--- src/hdl/mma_ram.sv ---
module mma_ram #(
    parameter int WIDTH  = 16,
    parameter int DEPTH  = 16,
    parameter int ADDR_W = (DEPTH > 1) ? $clog2(DEPTH) : 1
) (
    input  logic              i_clk,
    input  logic              i_we,
    input  logic [ADDR_W-1:0] i_waddr,
    input  logic [WIDTH-1:0]  i_wdata,
    input  logic [ADDR_W-1:0] i_raddr,
    output logic [WIDTH-1:0]  o_rdata
);

    logic [WIDTH-1:0] r_mem [DEPTH];
    logic [WIDTH-1:0] r_rdata;

    always_ff @(posedge i_clk) begin
        if (i_we) begin
            r_mem[i_waddr] <= i_wdata;
        end
        r_rdata <= r_mem[i_raddr];
    end

    assign o_rdata = r_rdata;

endmodule

--- config.mk ---
export PLATFORM = sky130hd
export DESIGN_NAME = mma_ram
export DESIGN_NICKNAME = d
export VERILOG_FILES = /design/src/hdl/mma_ram.sv
export SDC_FILE = /design/constraint.sdc
export NUM_CORES = 1
export LEC_CHECK = 0
export BUFFER_PORTS_ARGS = -buffer_cell sky130_fd_sc_hd__buf_2
export CAP_MARGIN = 20
export CORE_UTILIZATION = 65
export DETAILED_ROUTE_END_ITERATION = 8
export PLACE_DENSITY = 0.91
export SLEW_MARGIN = 20
export SYNTH_ARGS = -nofsm -noshare
export SYNTH_HDL_FRONTEND = slang
export SYNTH_SLANG_ARGS = --single-unit
--- constraint.sdc ---
create_clock -name i_clk -period 7.5 [get_ports i_clk]
set_input_delay 1.5 -clock i_clk [delete_from_list [all_inputs] [get_ports i_clk]]
set_output_delay 1.5 -clock i_clk [all_outputs]
set_load 0.01 [all_outputs]
==> load_flow_metrics.sql <==
INSERT INTO impl_metrics (metric_group, metric, value, unit) VALUES
('outcome', 'status', 'finished, final reports clean', ''),
('worst_setup_path', 'critical-path-top-cell-by-count', 'sky130_fd_sc_hd__buf_4', ''),
('logic_synthesis', 'synth-simple-area-share', '0.0192', ''),
('logic_synthesis', 'synth_compound_gate_area_share', '0.0239', ''),
('route', 'route.antenna.remaining_nets', '0', ''),
('clock_network', 'post_cts_resized', '0', ''),
('logic_synthesis', 'yosys.area_share.xor_xnor', '0', ''),
('worst_setup_path', 'critPathRequiredTime', '7.90', 'ns'),
('logic_synthesis', 'synth_cells', '432', ''),
('route', 'drt-initial-drc-count', '473', ''),
('route', 'detail_route.vias_per_cell', '6.83', ''),
('worst_setup_path', 'timing.critical_path.from_type', 'input port', ''),
('logic_synthesis', 'synthAdderAreaFrac', '0', ''),
('power', 'power_per_cell_area', '273', 'nW/µm²'),
('worst_setup_path', 'highest_net_fanout_along_the_worst_path', '46', ''),
('placement', 'port-buffer-count', '41', ''),
('cells_and_area', 'filler_cell_count', '765', ''),
('cells_and_area', 'fin_cells', '703', ''),
('cells_and_area', 'drive_gt1_frac', '0.324', ''),
('global_route', 'first_pass_grt_wire_length', '31000', 'µm'),
('placement', 'routabilityCongestion', '0.715', ''),
('flow_run', 'drv_cap', '0', ''),
('cells_and_area', 'multi_input_area', '1990', 'µm²'),
('logic_synthesis', 'synth_area_per_cell', '23.2', 'µm²'),
('sta', 'timing.max_slew.rel_slack', '0.344', ''),
('sta', 'fin_worst_skew', '0.00839', 'ns'),
('die', 'core_area', '15100', 'µm²'),
('clock_network', 'postCtsSetupRepairBufs', '0', ''),
('route', 'routed_wire_length_per_instance', '30.3', 'µm'),
('logic_synthesis', 'synth_seq_area_share', '0.797', ''),
('sta', 'fin_crit', '3.23', 'ns'),
('worst_setup_path', 'arrival', '3.63', 'ns'),
('logic_synthesis', 'mappedNetlistArea', '10000', 'µm²'),
('global_route', 'initial_antenna_violation_count', '0', ''),
('sta', 'final_setup_viols', '0', ''),
('clock_network', 'root_buffer', 'sky130_fd_sc_hd__clkbuf_16', ''),
('worst_setup_path', 'sort_of_element_at_the_end_of_the_critical_path', 'flip-flop', ''),
('die', 'die_w', '126', 'µm'),
('placement', 'dpl.hpwl', '10900', 'µm'),
('die', 'dieHeight', '126', 'µm'),
('route', 'route.vias.total', '4798', ''),
('worst_setup_path', 'critical-path-slowest-cell', 'sky130_fd_sc_hd__buf_4', ''),
('sta', 'worst-slew-pin-transition', '0.984', 'ns'),
('global_route', 'grt_remaining_overflow', '0', ''),
('clock_network', 'cts.htree.levels', '1', ''),
('cells_and_area', 'final_standard_cell_utilization_of_the_core', '0.752', ''),
('logic_synthesis', 'synth_cell_type_count', '19', ''),
('sta', 'final_hold_viols', '0', ''),
('power', 'leakage_power', '3.73', 'nW'),
('logic_synthesis', 'main_combinational_cell_family_by_area_after_synthesis', 'multiplexers', ''),
('route', 'finalWirelength', '21300', 'µm'),
('global_route', 'grt_pass1_vias', '4997', ''),
('logic_synthesis', 'post_synth_mux_area_share', '0.147', ''),
('sta', 'rsz_0062_raised_after_global_routing', 'no', ''),
('cells_and_area', 'seqCellArea', '8010', 'µm²'),
('die', 'boundaryPins', '42', ''),
('worst_setup_path', 'crit_chain', 'buf_4, buf_4, mux4_1, a22oi_1, nand2_1', ''),
('hold_path', 'hp-class', 'reg2reg', ''),
('die', 'rows', '45', ''),
('global_route', 'overall_track_demand_over_capacity_in_global_routing', '0.280', ''),
('cells_and_area', 'nets', '522', ''),
('cells_and_area', 'antenna_cells', '0', ''),
('worst_setup_path', 'critical_path_class', 'in2reg', ''),
('clock_network', 'cts-hold-fix-buffers', '0', ''),
('clock_network', 'cts-buffers-inserted', '26', ''),
('sta', 'max_clock_freq', '310', 'MHz'),
('route', 'drt_pass1_iterations', '5', ''),
('worst_setup_path', 'critPathMaxStageDelay', '0.77', 'ns'),
('logic_synthesis', 'synthesis.nets', '458', ''),
('logic_synthesis', 'synth-seq-cells', '272', ''),
('clock_network', 'cts.reportedPaths.clkPinSlew', '0.06', 'ns');
## critical path: cells and delay by family
family / cells / cell delay [ns]
buffers and inverters: 2 / 1.09
muxes: 1 / 0.67
AOI/OAI and AO/OA: 1 / 0.23
and+or+nand+nor: 1 / 0.08
## placed cells by master, fill, tap and decap left out, drive strengths merged, types with 2 or more instances in the layout
| cell type | instances |
|---|---|
| nor2 | 13 |
| a22oi | 32 |
| nor2b | 2 |
| nand2b | 2 |
| nand3b | 2 |
| nand2 | 17 |
| nor3 | 4 |
| dfxtp | 16 |
| clkinv | 8 |
| edfxtp | 256 |
| clkbuf | 36 |
| mux4 | 64 |
| buf | 57 |
## final cells by class
| cell class | count | area share |
|---|---|---|
| clock inverters | 11 | 0.00747 |
| flip-flops and latches | 272 | 0.703 |
| repair buffers | 57 | 0.0301 |
| well taps | 188 | 0.0207 |
| clock buffers | 36 | 0.0641 |
| multi-input cells | 139 | 0.174 |
## Yosys cell counts
| master | number | share of area |
|---|---|---|
| sky130_fd_sc_hd__dfxtp_1 | 16 | 0.032 |
| sky130_fd_sc_hd__clkbuf_1 | 8 | 0.0030 |
| sky130_fd_sc_hd__buf_2 | 3 | 0.0015 |
| sky130_fd_sc_hd__nand2b_1 | 2 | 0.0012 |
| sky130_fd_sc_hd__edfxtp_1 | 256 | 0.77 |
| sky130_fd_sc_hd__nor3_1 | 4 | 0.0020 |
| sky130_fd_sc_hd__nor2b_1 | 2 | 0.0012 |
| sky130_fd_sc_hd__mux4_2 | 54 | 0.12 |
| sky130_fd_sc_hd__a22oi_1 | 32 | 0.024 |
| sky130_fd_sc_hd__nor2_1 | 13 | 0.0049 |
| sky130_fd_sc_hd__mux4_1 | 10 | 0.026 |
| sky130_fd_sc_hd__buf_4 | 3 | 0.0022 |
| sky130_fd_sc_hd__nand3_1 | 1 | 0.00050 |
| sky130_fd_sc_hd__buf_1 | 3 | 0.0011 |
| sky130_fd_sc_hd__or3b_2 | 1 | 0.00087 |
| sky130_fd_sc_hd__nand3b_1 | 2 | 0.0015 |
| sky130_fd_sc_hd__nand2_1 | 17 | 0.0064 |
| sky130_fd_sc_hd__and2_1 | 1 | 0.00062 |
| sky130_fd_sc_hd__buf_6 | 4 | 0.0045 |
## per-layer routing
layer	vias up	track usage	part of all wire
met1	2523	0.345	0.35
met4	0	0.115	0.032
met3	55	0.0418	0.067
li1	1967	-	-
met5	-	0	0
met2	253	0.503	0.55
## path summary, 6_finish.rpt
kind | start | end | slack, ns | depth (start not counted)
setup reg to reg | r_mem[0][10]$_DFFE_PP_ | o_rdata[10]$_DFF_P_ | 6.13 | 3
hold reg to reg | r_mem[6][11]$_DFFE_PP_ | o_rdata[11]$_DFF_P_ | 0.68 | 3
hold / removal | r_mem[6][11]$_DFFE_PP_ | o_rdata[11]$_DFF_P_ | 0.68 | 3
setup / recovery | i_raddr[0] | o_rdata[10]$_DFF_P_ | 4.27 | 5
## registers in the layout (all words and copies together) (netlist names)
name     count
r_mem      256
o_rdata     16
## power by group
| part | switching [mW] | internal (mW) | leakage [nW] | total [mW] |
|---|---|---|---|---|
| logic | 0.0898 | 0.0617 | 0.876 | 0.151 |
| clock network | 0.529 | 0.715 | 0.403 | 1.24 |
| registers | 0.0126 | 1.70 | 2.45 | 1.71 |
## through the flow
step / worst slack (ns) / total power [mW] / hold slack [ns] / cell area [µm²]
after floorplan: 3.94 / 1.83 / 0.635 / 10000
after global placement: 3.80 / 1.88 / 0.651 / 10500
after detailed placement: 3.71 / 1.89 / 0.666 / 10500
after CTS: 4.22 / 3.12 / 0.683 / 11400
after global routing: 4.08 / 3.19 / 0.717 / 11400
final: 4.27 / 3.11 / 0.676 / 11400
## logic make-up after synthesis
kind of cell / count (synthesis)
flops: 272
mux: 64
simple gates: 43
compound gates: 32
buf+inv: 21
No activity file was read; power rests on OpenSTA's default activity.
