===== src/hdl/mma_pkg.sv =====
package mma_pkg;

    localparam int CHANNELS_DEF   = 12;
    localparam int MAX_WINDOW_DEF = 128;

    localparam int CH_W     = 4;
    localparam int SAMPLE_W = 16;
    localparam int SUM_W    = 24;
    localparam int WIN_W    = 7;

    localparam int WIN_LOW   = 2;
    localparam int WIN_HIGH  = 100;
    localparam int WIN_RESET = 2;

    localparam logic signed [SUM_W-1:0] SAT_MAX = SUM_W'(32767);
    localparam logic signed [SUM_W-1:0] SAT_MIN = -SUM_W'(32768);

    typedef struct packed {
        logic [CH_W-1:0]            channel;
        logic signed [SAMPLE_W-1:0] sample;
        logic                       new_series;
    } t_in_item;

    typedef struct packed {
        logic [CH_W-1:0]            out_channel;
        logic signed [SAMPLE_W-1:0] average;
        logic                       warming_up;
    } t_out_item;

endpackage


===== src/hdl/mma_div.sv =====
module mma_div (
    input  logic                             i_clk,
    input  logic                             i_rst_n,
    input  logic                             i_start,
    input  logic [mma_pkg::SUM_W-1:0]        i_dividend,
    input  logic [mma_pkg::WIN_W-1:0]        i_divisor,
    output logic                             o_done,
    output logic signed [mma_pkg::SAMPLE_W-1:0] o_quotient
);

    import mma_pkg::*;

    localparam int CNT_W = $clog2(SUM_W);

    logic                       r_busy;
    logic                       r_fin;
    logic                       r_done;
    logic [CNT_W-1:0]           r_cnt;
    logic [WIN_W-1:0]           r_rem;
    logic [SUM_W-1:0]           r_quo;
    logic [WIN_W-1:0]           r_div;
    logic                       r_neg;
    logic signed [SAMPLE_W-1:0] r_q;

    logic [WIN_W:0]             n_trial;
    logic                       n_ge;
    logic [WIN_W:0]             n_diff;
    logic [WIN_W-1:0]           n_rem;
    logic signed [SUM_W-1:0]    n_signed;
    logic signed [SAMPLE_W-1:0] n_sat;

    // one quotient bit per cycle, restoring
    always_comb begin
        n_trial  = {r_rem, r_quo[SUM_W-1]};
        n_ge     = n_trial >= {1'b0, r_div};
        n_diff   = n_trial - {1'b0, r_div};
        n_rem    = n_ge ? n_diff[WIN_W-1:0] : n_trial[WIN_W-1:0];
        n_signed = r_neg ? -$signed(r_quo) : $signed(r_quo);
        if (n_signed > SAT_MAX) begin
            n_sat = SAMPLE_W'(SAT_MAX);
        end else if (n_signed < SAT_MIN) begin
            n_sat = SAMPLE_W'(SAT_MIN);
        end else begin
            n_sat = n_signed[SAMPLE_W-1:0];
        end
    end

    always_ff @(posedge i_clk) begin
        if (!i_rst_n) begin
            r_busy <= 1'b0;
            r_fin  <= 1'b0;
            r_done <= 1'b0;
        end else begin
            r_done <= 1'b0;
            if (i_start) begin
                r_busy <= 1'b1;
                r_cnt  <= '0;
                r_rem  <= '0;
                r_div  <= i_divisor;
                r_neg  <= i_dividend[SUM_W-1];
                r_quo  <= i_dividend[SUM_W-1] ? -i_dividend : i_dividend;
            end else if (r_busy) begin
                r_rem <= n_rem;
                r_quo <= {r_quo[SUM_W-2:0], n_ge};
                r_cnt <= r_cnt + 1'b1;
                if (r_cnt == CNT_W'(SUM_W - 1)) begin
                    r_busy <= 1'b0;
                    r_fin  <= 1'b1;
                end
            end else if (r_fin) begin
                r_fin  <= 1'b0;
                r_done <= 1'b1;
                r_q    <= n_sat;
            end
        end
    end

    assign o_done     = r_done;
    assign o_quotient = r_q;

endmodule


===== config.mk =====
export PLATFORM = sky130hd
export DESIGN_NAME = mma_div
export DESIGN_NICKNAME = d
export VERILOG_FILES = /design/src/hdl/mma_pkg.sv /design/src/hdl/mma_div.sv
export SDC_FILE = /design/constraint.sdc
export NUM_CORES = 1
export LEC_CHECK = 0
export ABC_AREA = 1
export BUFFER_PORTS_ARGS = -buffer_cell sky130_fd_sc_hd__buf_2
export CAP_MARGIN = 20
export CORE_ASPECT_RATIO = 1.2
export CORE_MARGIN = 2
export CORE_UTILIZATION = 53
export DETAILED_ROUTE_END_ITERATION = 7
export PLACE_DENSITY = 0.77
export SYNTH_ARGS = -nofsm -noshare
export SYNTH_HDL_FRONTEND = slang
export SYNTH_SLANG_ARGS = --single-unit
export TNS_END_PERCENT = 30

===== constraint.sdc =====
create_clock -name i_clk -period 2.3 [get_ports i_clk]
set_input_delay 0.345 -clock i_clk [delete_from_list [all_inputs] [get_ports i_clk]]
set_output_delay 0.345 -clock i_clk [all_outputs]
set_load 0.01 [all_outputs]

==> impl_metrics.yaml, run 1 <==
synth:
  ys_seq_elements: 63
  syn_area_um2: 4150
  synthArstFlopShare_pct: 0
  yosys_warnings: 0
  mappedNetlistNets: 563
  yosysTopAreaCellShare_pct: 43.5
  yosysTopAreaCell: "edfxtp_1"
  avgSynthCellArea_um2: 8.00
  yosysSeqAreaShare_pct: 44.9
  synthDistinctLibCells: 37
  synth_most_common_cell: "nand2_1"
  synth_area_leaders: "edfxtp_1 43%, nand2_1 13%, nor2_1 5.2%, inv_1 5.1%, o21ai_0 5.1%"
  synthCells: 518
  synth_edf_count: 60
  ys_top_cells_by_count: "145 x nand2_1, 60 x edfxtp_1, 57 x nor2_1, 56 x inv_1, 42 x o21ai_0"
  synth-main-ff-cell: "edfxtp_1"
global_routing:
  grt_overflow: 0
  grt_antenna_before_repair: 0
  grtUsageTotal_pct: 21.3
  met3_usage_pct: 2.70
  global_route.usage.met2_pct: 36.2
  grtUsageMet1_pct: 26.2
  grt_pass1_vias: 3305
  grt_max_degree: 33
  top_usage_layer: "met2"
  grt_pass1_wl_um: 14400
clock_tree:
  clkSinkCount: 63
  cts_buffer_depth: 2
  clkTransAtPathRegs_ps: 80
  htree_num_levels: 3
  clock-root-buffer: "clkbuf_8"
  tritoncts: "yes"
  cts_made_buffers: 9
  cts_hold_buf: 0
  clk_latency_ps: 360
timing:
  setup_violations: 0
  fin_skew_ps: 12.7
  max_clock_freq_ghz: 0.466
  fin_crit_ps: 2150
  hold_ws_ps: 159
  setup_tns_ps: 0
  hold_violations: 0
  tightest_slew_ps: 500
  fin_crit_sh_pct: 93.4
  maxSlewHeadroom_pct: 66.6
  slew_violations: 0
pwr:
  comb_power_share_pct: 20.0
  power.total_mw: 2.94
  ir_worst_vdd_uv: 304
  sw_frac_of_total_pct: 29.4
  intPower_mw: 2.07
  clkPwrFrac_pct: 32.2
  seq_power_share_pct: 47.8
  powerDensity_nw_per_um2: 614
  switchingPower_uw: 864
  power_leakage_nw: 2.09
worst_setup_path:
  end_kind: "flop"
  critPathLaunchType: "flop"
  worst_ep_arrival_time_ps: 2250
  crit_type: "flop to flop"
  required_ps: 2400
  crit_fanout: 6
placement:
  routabilityCongestion: 0.874
  placed_cell_area_um2: 4530
  port-buffer-count: 50
  dp_hpwl_um: 6670
drt:
  routedWlPerCell_um: 12.8
  drtPass1Iterations: 4
  drt_iter0_drc: 133
  wl_um: 8650
  via_per_inst: 5.25
  vias: 3545
  postRouteAntennaNets: 0
  drc: 0
floorplanning:
  row_count: 35
  fp.coreArea_um2: 7620
  die_y_um: 101
  die_w_um: 84.7
  ios: 51
  initial_core_util_pct: 54.4
  dieArea_um2: 8550
finish:
  area_growth_pct: 15.5
  nets: 623
  final_cell_area_um2: 4790
  drive_gt1_share_pct: 18.7
  antenna_cells: 0
  fillers: 688
  fin_util_pct: 62.8
min_path:
  hp-class: "input pin to flop"
flow_run:
  maxCapViolations: 0
status:
  outcome: "complete, no violations"
[worst max-delay path, stage by stage (launching register included)]
cell,delay [ps]
edfxtp_1,420
ha_1,390
a21oi_1,210
o21ai_2,90
nand2_1,60
nand2_1,60
a21oi_2,190
o21ai_2,90
buf_4,170
o21ai_0,160
a21oi_1,50
[power by group through the flow]
stage                     Combinational [mW]  Clock [mW]  Sequential [mW]
final                                  0.588       0.945             1.41
after global routing                   0.668        1.01             1.41
after CTS                              0.563       0.958             1.41
after global placement                 0.541           0             1.43
after floorplan                        0.422           0             1.41
after detailed placement               0.560           0             1.43
[cell type report]
cell class / count / area (µm²) / share of cell area (%)
Clock buffer: 9 / 124 / 2.59
Clock inverter: 7 / 73.8 / 1.54
Inverter: 57 / 214 / 4.47
Multi-Input combinational cell: 385 / 2040 / 42.5
Sequential cell: 63 / 1860 / 38.9
Tap cell: 92 / 115 / 2.40
Timing Repair Buffer: 62 / 363 / 7.58
[logic make-up after synthesis]
group / Yosys count / synth area share, %
simple gates: 266 / 27.7
fa+ha+maj: 11 / 3.50
xor+xnor: 33 / 7.15
compound gates: 74 / 9.84
flops: 63 / 44.9
buf+inv: 71 / 6.88
[through the flow]
stage	worst slack [ps]	cells
2_1_floorplan	147	518
3_3_place_gp	177	655
5_1_grt	-34.2	675
6_report	153	675
3_5_place_dp	47.0	655
4_1_cts	24.0	671
[worst paths after layout]
check,startpoint,to,slack (ps),depth (start not counted)
min reg2reg,r_busy,r_fin,460,2
max reg2reg,r_rem[2],r_rem[1],150,10
min,i_divisor[3],r_div[3],160,1
max,r_rem[2],r_rem[1],150,10
[layer usage]
metal / vias to the layer above / share of wire, %
li1: 1828 / -
met4: 0 / 2.6
met1: 1602 / 43
met2: 97 / 50
met5: - / 0
met3: 18 / 4.2
[flip-flops by register name (all words and copies together), names as in the netlist]
name	flops
r_quo	24
o_quotient	16
r_div	7
r_rem	7
r_cnt	5
o_done	1
r_busy	1
r_fin	1
r_neg	1
[cell usage in the layout (no fill, tap or decap), drive strengths merged]
| master | instances |
|---|---|
| clkinvlp | 4 |
| buf | 62 |
| dfxtp | 3 |
| clkbuf | 9 |
| o211ai | 2 |
| edfxtp | 60 |
| ha | 10 |
| or2 | 4 |
| bufinv | 1 |
| a211oi | 1 |
| o21ai | 49 |
| clkinv | 2 |
| nand3b | 2 |
| nand3 | 27 |
| nand2 | 151 |
| o32ai | 1 |
| nor4 | 1 |
| nor2 | 65 |
| xnor2 | 8 |
| nor3 | 6 |
| fa | 1 |
| xor2 | 25 |
| nand4 | 10 |
| inv | 57 |
| a31oi | 1 |
| o221ai | 1 |
| a21oi | 18 |
| o21bai | 2 |
[repair_timing]
| item | CTS | global route |
|---|---|---|
| setup buffers | 0 | 2 |
| endpoints found under the setup margin | 0 | 22 |
| resized for setup | 0 | 8 |
Note: power is estimated with default switching activity, not from simulation.
==> inputs of run 2 (changes only) <==
--- a/config.mk
+++ b/config.mk
@@ -9,7 +9,6 @@
 export BUFFER_PORTS_ARGS = -buffer_cell sky130_fd_sc_hd__buf_2
 export CAP_MARGIN = 20
 export CORE_ASPECT_RATIO = 1.2
-export CORE_MARGIN = 2
 export CORE_UTILIZATION = 53
 export DETAILED_ROUTE_END_ITERATION = 7
 export PLACE_DENSITY = 0.77
==> run 2 against run 1 <==
  * Die area decreased by 4.3%
  * Non-clock buffer count increased by 2
  * Core utilization increased by 2.5 points
  * Register-to-register slack got worse by 40 ps
  * Sequential power about the same
  * Combinational power increased by 3%
  * Fmax decreased by 1.7%
==> impl_metrics.yaml, run 2 (synthesized netlist as in run 1, its figures left out) <==
floorplanning:
  die_y_um: 98.9
  dieArea_um2: 8180
  ios: 51
  row_count: 34
  die_w_um: 82.7
  initial_core_util_pct: 56.0
  fp.coreArea_um2: 7400
worst_setup_path:
  crit_path_frequent_cell: "nand2_1"
  ff2ff_setup_slack_ps: 120
  slowest_stage: "edfxtp_1"
  crit_fanout: 15
  crit_type: "flop to flop"
  critPathLaunchType: "flop"
  worst_ep_arrival_time_ps: 2270
  end_kind: "flop"
  worst_r2r_path_depth: 11
  slowest_delay_ps: 460
  required_ps: 2390
  path_cells: "nor2_1 -> nand2_1 -> o21ai_0 -> nand3_1 -> nand2_1 -> nand2_1 -> nor2_1 -> nand2_1 -> o21bai_4 -> buf_12 -> nand2_1"
global_routing:
  grt_pass1_vias: 3376
  grt_pass1_wl_um: 14800
  grt_max_degree: 33
  grt_overflow: 0
  grtUsageTotal_pct: 23.5
  grt_antenna_before_repair: 0
finish:
  area_growth_pct: 16.7
  mostFrequentLayoutCells: "145 x nand2_1, 60 x edfxtp_1, 56 x nor2_1"
  final_cell_area_um2: 4840
  layout_commonest_cell: "nand2_1"
  largest_reg_flops: 24
  fin_util_pct: 65.3
  largest_register: "r_quo"
  nets: 624
  drive_gt1_share_pct: 18.7
  antenna_cells: 0
  fillers: 649
clock_tree:
  clkSinkCount: 63
  cts_hold_buf: 0
  tritoncts: "yes"
  clkTransAtPathRegs_ps: 70
  clock-root-buffer: "clkbuf_8"
  htree_num_levels: 3
  cts_made_buffers: 9
  clk_latency_ps: 340
  cts_buffer_depth: 2
timing:
  tightest_slew_ps: 500
  maxSlewHeadroom_pct: 66.3
  fin_crit_ps: 2180
  hold_ws_ps: 170
  fin_skew_ps: 9.99
  max_clock_freq_ghz: 0.458
  setup_violations: 0
  hold_violations: 0
  slew_violations: 0
  fin_crit_sh_pct: 95.0
placement:
  port-buffer-count: 50
  dp_hpwl_um: 6740
  routabilityCongestion: 0.928
  placed_cell_area_um2: 4530
drt:
  drt_iter0_drc: 219
  via_per_inst: 5.36
  routedWlPerCell_um: 13.4
  vias: 3612
  drtPass1Iterations: 6
  drc: 0
  postRouteAntennaNets: 0
  wl_um: 9040
pwr:
  intPower_mw: 2.32
  powerDensity_nw_per_um2: 651
  clkPwrFrac_pct: 36.2
  power_leakage_nw: 2.13
  ir_worst_vdd_uv: 387
  power.total_mw: 3.15
  switchingPower_uw: 835
  seq_power_share_pct: 44.7
  comb_power_share_pct: 19.2
  sw_frac_of_total_pct: 26.5
status:
  outcome: "complete, no violations"
min_path:
  min_path_cells: 1
  hp-class: "input pin to flop"
flow_run:
  maxCapViolations: 0
==> run 2: cell count changes in the layout (fill, tap and decap cells not counted), sizes merged <==
cell	before	now
o21bai	2	1
clkbuf	9	14
bufinv	1	2
buf	62	63
clkdlybuf4s15	0	1
clkinvlp	4	0
clkinv	2	0
==> run 2: path summary, 6_finish.rpt <==
kind / endpoint / start
max: o_quotient[13] / r_quo[14]
max reg2reg: o_quotient[13] / r_quo[14]
min reg2reg: r_fin / r_busy
min: r_div[6] / i_divisor[6]
==> run 2: per-stage QoR <==
stage,instances,setup WS (ps),setup TNS (ps)
after detailed placement,655,52.7,0
after global routing,674,-58.4,-682
after global placement,655,172,0
after floorplan,518,147,0
final,674,116,0
after CTS,671,0.975,0
==> run 2: power groups by stage <==
stage | Sequential [mW] | Clock, mW | Combinational (mW)
2_1_floorplan | 1.41 | 0 | 0.422
3_3_place_gp | 1.43 | 0 | 0.544
3_5_place_dp | 1.43 | 0 | 0.563
4_1_cts | 1.40 | 1.15 | 0.571
5_1_grt | 1.41 | 1.19 | 0.686
6_report | 1.41 | 1.14 | 0.605
==> run 2: worst max-delay path: cells and delay by family (launching register included) <==
family	cells	cell delay (ps)
AOI/OAI and AO/OA	2	470
buffers and inverters	1	150
DFF	1	460
and+or+nand+nor	8	860
==> run 2: routing by layer <==
metal  routed length (µm)  part of all wire, %  track usage (%)
met5                    0                    0                0
met2                 4530                   50             39.8
met3                  402                  4.4             4.44
met4                  209                  2.3             8.36
met1                 3900                   43             29.3
==> run 2: area by class of cell <==
type	count	area, µm²	share of cell area [%]
Clock buffer	14	183	3.78
Clock inverter	2	60.1	1.24
Inverter	57	214	4.42
Multi-Input combinational cell	384	2020	41.8
Sequential cell	63	1860	38.5
Tap cell	90	113	2.33
Timing Repair Buffer	64	384	7.94
==> run 2: what timing repair did <==
item	4_1_cts	5_1_grt
gates resized for setup	0	7
endpoints found under the hold margin	0	0
setup buffers	0	2
endpoints found under the setup margin	0	22
